--- src/design/assert_macros.svh ---
// Assertion macros for the box suppression RTL.
// Depends on a clock named clock and a reset named reset in the including scope.
`ifndef ASSERT_MACROS_SVH
`define ASSERT_MACROS_SVH

// Check that cons holds in the same cycle as ante.
`define GBS_ASSERT_SAME(label, ante, cons) \
   label: assert property (@(posedge clock) disable iff (reset) (ante) |-> (cons)) \
      else $error("assertion failed: same-cycle check");

// Check that cons holds in the cycle after ante.
`define GBS_ASSERT_NEXT(label, ante, cons) \
   label: assert property (@(posedge clock) disable iff (reset) (ante) |=> (cons)) \
      else $error("assertion failed: next-cycle check");

`endif

--- src/design/gbs_pkg.sv ---
// Shared types and constants for the greedy box suppression block.
// No dependencies.
`timescale 1ns / 1ps

package gbs_pkg;

   localparam int MAX_BOXES    = 64;
   localparam int RESULT_LIMIT = 64;
   localparam int CNT_W        = $clog2(RESULT_LIMIT + 1);
   localparam int THR_RESET    = 29491;
   localparam int PADDR_W      = 3;
   localparam int CMP_WAIT     = 4;

   typedef struct packed {
      logic [15:0] box_x;
      logic [15:0] box_y;
      logic [15:0] box_w;
      logic [15:0] box_h;
      logic [15:0] box_score;
      logic        final_box;
   } req_word_type;

   typedef struct packed {
      logic [15:0] kept_x;
      logic [15:0] kept_y;
      logic [15:0] kept_w;
      logic [15:0] kept_h;
      logic [15:0] kept_score;
      logic        final_kept;
   } rsp_word_type;

   // one stored box
   typedef struct packed {
      logic        live;
      logic [15:0] x;
      logic [15:0] y;
      logic [15:0] w;
      logic [15:0] h;
      logic [15:0] score;
      logic [31:0] area;
   } entry_type;

   // per-cell control from the sequencer
   typedef struct packed {
      logic ins_en;
      logic shift_en;
      logic clear;
      logic apply;
   } cell_ctrl_type;

   typedef enum logic [1:0] {
      ST_LOAD,
      ST_HEAD,
      ST_CMP,
      ST_EMIT
   } state_type;

endpackage

--- src/design/gbs_cell.sv ---
// One cell of the sorted box chain: holds a box, inserts and shifts, and tests
// overlap against the broadcast head box. Depends on gbs_pkg.
`timescale 1ns / 1ps

module gbs_cell (
   input  logic                  clock,
   input  logic                  reset,
   input  gbs_pkg::cell_ctrl_type ctrl,
   input  gbs_pkg::entry_type    new_ent,
   input  gbs_pkg::entry_type    head_ent,
   input  logic [15:0]           thr,
   input  gbs_pkg::entry_type    prev_ent,
   input  logic                  prev_ins,
   input  gbs_pkg::entry_type    next_ent,
   output gbs_pkg::entry_type    ent,
   output logic                  ins_here
);

   gbs_pkg::entry_type ent_ff, ent_in;
   logic [16:0] ow_ff, oh_ff, ow_in, oh_in;
   logic [33:0] over_ff, over2_ff;
   logic [32:0] uni_ff;
   logic        sup_ff;

   logic [15:0] left, top;
   logic [16:0] right, bottom, ae, be;
   logic [49:0] lhs, rhs;

   assign ent      = ent_ff;
   assign ins_here = !ent_ff.live || (ent_ff.score < new_ent.score);

   always_comb begin
      ent_in = ent_ff;
      if (ctrl.clear) begin
         ent_in.live = 1'b0;
      end else if (ctrl.ins_en) begin
         if (ins_here && !prev_ins) begin
            ent_in = new_ent;
         end else if (ins_here) begin
            ent_in = prev_ent;
         end
      end else if (ctrl.shift_en) begin
         ent_in = next_ent;
      end else if (ctrl.apply && sup_ff) begin
         ent_in.live = 1'b0;
      end
   end

   // overlap extents
   always_comb begin
      left   = (head_ent.x > ent_ff.x) ? head_ent.x : ent_ff.x;
      top    = (head_ent.y > ent_ff.y) ? head_ent.y : ent_ff.y;
      ae     = {1'b0, head_ent.x} + {1'b0, head_ent.w};
      be     = {1'b0, ent_ff.x} + {1'b0, ent_ff.w};
      right  = (ae < be) ? ae : be;
      ae     = {1'b0, head_ent.y} + {1'b0, head_ent.h};
      be     = {1'b0, ent_ff.y} + {1'b0, ent_ff.h};
      bottom = (ae < be) ? ae : be;
      ow_in  = (right > {1'b0, left}) ? (right - {1'b0, left}) : 17'd0;
      oh_in  = (bottom > {1'b0, top}) ? (bottom - {1'b0, top}) : 17'd0;
      lhs    = {over2_ff, 16'd0};
      rhs    = {1'b0, 49'(thr) * 49'(uni_ff)};
   end

   always_ff @(posedge clock) begin
      if (reset) begin
         ent_ff.live <= 1'b0;
      end else begin
         ent_ff.live <= ent_in.live;
      end
      ent_ff.x     <= ent_in.x;
      ent_ff.y     <= ent_in.y;
      ent_ff.w     <= ent_in.w;
      ent_ff.h     <= ent_in.h;
      ent_ff.score <= ent_in.score;
      ent_ff.area  <= ent_in.area;
      ow_ff    <= ow_in;
      oh_ff    <= oh_in;
      over_ff  <= ow_ff * oh_ff;
      over2_ff <= over_ff;
      uni_ff   <= {1'b0, ent_ff.area} + {1'b0, head_ent.area} - over_ff[32:0];
      sup_ff   <= lhs > rhs;
   end

endmodule

--- config.mk ---
export PLATFORM = sky130hd
export DESIGN_NAME = gbs_cell
export DESIGN_NICKNAME = d
export VERILOG_FILES = /design/src/design/assert_macros.svh /design/src/design/gbs_pkg.sv /design/src/design/gbs_cell.sv
export SDC_FILE = /design/constraint.sdc
export NUM_CORES = 2
export LEC_CHECK = 0
export BUFFER_PORTS_ARGS = -buffer_cell sky130_fd_sc_hd__clkbuf_2
export CAP_MARGIN = 40
export CORE_MARGIN = 3
export CORE_UTILIZATION = 52
export DETAILED_ROUTE_END_ITERATION = 16
export GPL_ROUTABILITY_DRIVEN = 0
export GPL_TIMING_DRIVEN = 0
export PLACE_DENSITY_LB_ADDON = 0.1
export SYNTH_ARGS = -nofsm -noshare
export SYNTH_HDL_FRONTEND = slang
export SYNTH_SLANG_ARGS = --single-unit
export TNS_END_PERCENT = 100
--- constraint.sdc ---
create_clock -name clock -period 21 [get_ports clock]
set_input_delay 1.05 -clock clock [delete_from_list [all_inputs] [get_ports clock]]
set_output_delay 1.05 -clock clock [all_outputs]
set_load 0.03 [all_outputs]
==> metrics.md <==
| Metric | Value |
|---|---|
| Status | finished, final reports clean |
| Worst r2r src | uni_ff[5] |
| Syn nets | 6695 |
| Initial antenna violation count | 11 |
| Final hold violations | 0 |
| Cell area after synthesis | 44700 um^2 |
| Worst-Skew Late Latency | 0.57 ns |
| Clk root buf | clkbuf_16 |
| Hpwl dp | 128 mm |
| RSZ-0062 raised after global routing | false |
| Cell family with most CP delay | adder cells |
| DRT iter0 DRCs | 2369 |
| Fin crit share | 49.6% |
| Layout cells sized above 1 | 12.2% |
| Starting density of the core | 52.9% |
| Vias in the first global route | 38800 |
| Worst-path clk slew | 0.06 ns |
| Worst reg-to-reg setup slack | 10.82 ns |
| CP max stage delay | 0.60 ns |
| Post-CTS Hold Fix Bufs | 0 |
| Setup TNS Final | 0 ns |
| Via density | 5.44 |
| Register area share after synthesis | 13.7% |
| Area Growth Syn to Fin | 12.8% |
| Most used cell, CP | fa_1 |
| Slowest cell on crit path | fa_1 |
| Worst Path Arrival | 10.84 ns |
| Pre-antenna DRT Iters | 6 |
| Post-CTS setup repair buffer count | 0 |
| Mapped Cells | 5056 |
| Final hold slack | 0.330 ns |
| Core ar. | 84500 um^2 |
| Die W | 299 um |
| Routed WL | 148 mm |
| Max cap viols | 0 |
| CTS Buf Count | 35 |
| #FFs+latches synth | 249 |
| Dominant cells by area after synthesis | fa_1 (31%), ha_1 (13%), inv_1 (8.1%) |
| Detail Route Antenna Nets | 0 |
| Synth unique cells | 76 |
| CTS Sinks | 249 |
| Most frequent cell after synthesis | inv_1 |
| Most used flip-flop cell after synthesis | dfxtp_1 |
| CP bufs+invs | 7 |
| Ys Warns | 0 |
| Post-synth ARST share | 0% |
| Rel. slew slack | 39.0% |
| Fmax achieved | 0.0960 GHz |
| TritonCTS clock tree | yes |
| WP data required | 21.42 ns |
| Largest area contributor in the netlist | fa_1 |
| Tot GR Track Use | 33.4% |
| Max clock buf depth | 3 |
| Max FO, Critical Path | 10 |
| Worst min path class | reg -> reg |
| Largest net degree at the start of global routing | 18 |
| HP Start | over_ff[33] |
| Hold Path Depth | 0 |
| DR DRC count | 0 |
| Io pins | 589 |
| Top-area cell type share of the netlist area | 31.1% |
| Cts repair resizes | 0 |
| FP Rows | 106 |
| Vias | 37300 |
| Tmin final | 10.42 ns |
| Die Y | 299 um |
| I/O Buffers | 569 |
| Setup Skew | 0.0257 ns |
| R2R Path End | sup_ff |
| Tightest Pin Transition | 0.889 ns |
| DR WL/cell | 21.6 um |
| Hold Path Sink | over2_ff[33] |
| Final setup vio count | 0 |
| Final slew viol count | 0 |
| Htree depth | 2 |
| Kind of critical path | in -> reg |
| CP endpoint kind | register |
| First-pass GRT wire length | 227 mm |
| Die ar. | 89600 um^2 |
| Synth cell count leaders | inv_1 (965), fa_1 (694), nand2_1 (631), ha_1 (470), a21oi_1 (308) |
| Worst r2r path cells | 33 |
| Final #Nets | 7316 |
| EDFF count, synth | 112 |
| Mean post-synth cell area | 8.85 um^2 |
| Startpoint Class | primary input |
| Overflow after GRT | 0 |
-- cell usage in the layout, fill, tap and decap left out, types with 8 or more instances in the layout --
master       n
a211oi_1    21
a21o_1     130
a21oi_1    308
a31oi_1     26
and2_1     303
and3_1      20
buf_2       20
buf_8        9
clkbuf_1   174
clkbuf_16   37
clkbuf_2   569
dfxtp_1    137
diode_2     10
edfxtp_1   112
fa_1       694
ha_1       470
inv_1      965
mux2_2      11
mux2i_1    152
nand2_1    631
nand2b_1    30
nand3_1     26
nand4_1     43
nor2_1     222
nor2b_1     35
nor3_1      30
o2111ai_1    8
o211ai_1    14
o21a_1      37
o21ai_0     81
o21ai_1     33
o21bai_1    29
o31ai_1      8
or3_1        8
xnor2_1    108
xor2_1      69
-- kinds of logic (layout without fill, tap and decap cells) --
kind of cell    after synthesis  in the layout  synth area share (%)
compound gates              763            763                  10.7
buf+inv                    1157           1805                  9.77
mux                         163            163                  3.68
xor+xnor                    177            177                  3.47
fa+ha+maj                  1164           1164                  44.2
simple gates               1383           1383                  14.5
other cells                   0             10                     0
flops                       249            249                  13.7
-- how the worst max path moves through the flow --
stage	startpoint	endpoint	slack, ns	cells past startpoint
4_1_cts	thr[9]	sup_ff	10.57	34
3_3_place_gp	new_ent[41]	ent[100]	4.11	11
2_1_floorplan	new_ent[41]	ent[0]	9.69	10
3_5_place_dp	thr[9]	sup_ff	9.96	34
5_1_grt	thr[9]	sup_ff	9.99	34
6_report	thr[9]	sup_ff	10.58	34
-- sequential cells by signal, indices dropped and copies added (netlist names) --
| signal | count |
|---|---|
| uni_ff | 33 |
| over_ff | 34 |
| oh_ff | 17 |
| sup_ff | 1 |
| over2_ff | 34 |
| ow_ff | 17 |
| ent | 113 |
-- per-layer routing --
layer	up-vias	GRT usage [%]	wire (um)
met5	-	0	0
met4	0	18.3	9530
met3	308	9.13	13500
met2	1457	53.4	67200
met1	18200	41.1	57800
li1	17300	-	-
-- through the flow --
stage	setup slack (ns)	cells	cell area [um^2]	utilization (%)
floorplan	9.69	5056	44700	-
global placement	4.11	6759	49000	58.0
detailed placement	9.96	6774	49200	58.3
CTS	10.57	6838	50400	59.7
global route	9.99	6847	50400	59.7
finish	10.58	6848	50400	59.7
-- final cells by class --
type	count	area [um^2]
multi-input cells	3650	34300
well taps	1134	1420
diodes	10	25.0
repair buffers	584	3060
flip-flops and latches	249	6110
plain buffers	192	746
inverters	965	3620
fillers	7706	34000
clock inverters	23	225
clock buffers	41	961
Power is left out: the tool's default activity adds up to more than one toggle a clock period on the data nets, which glitch-free logic cannot reach.
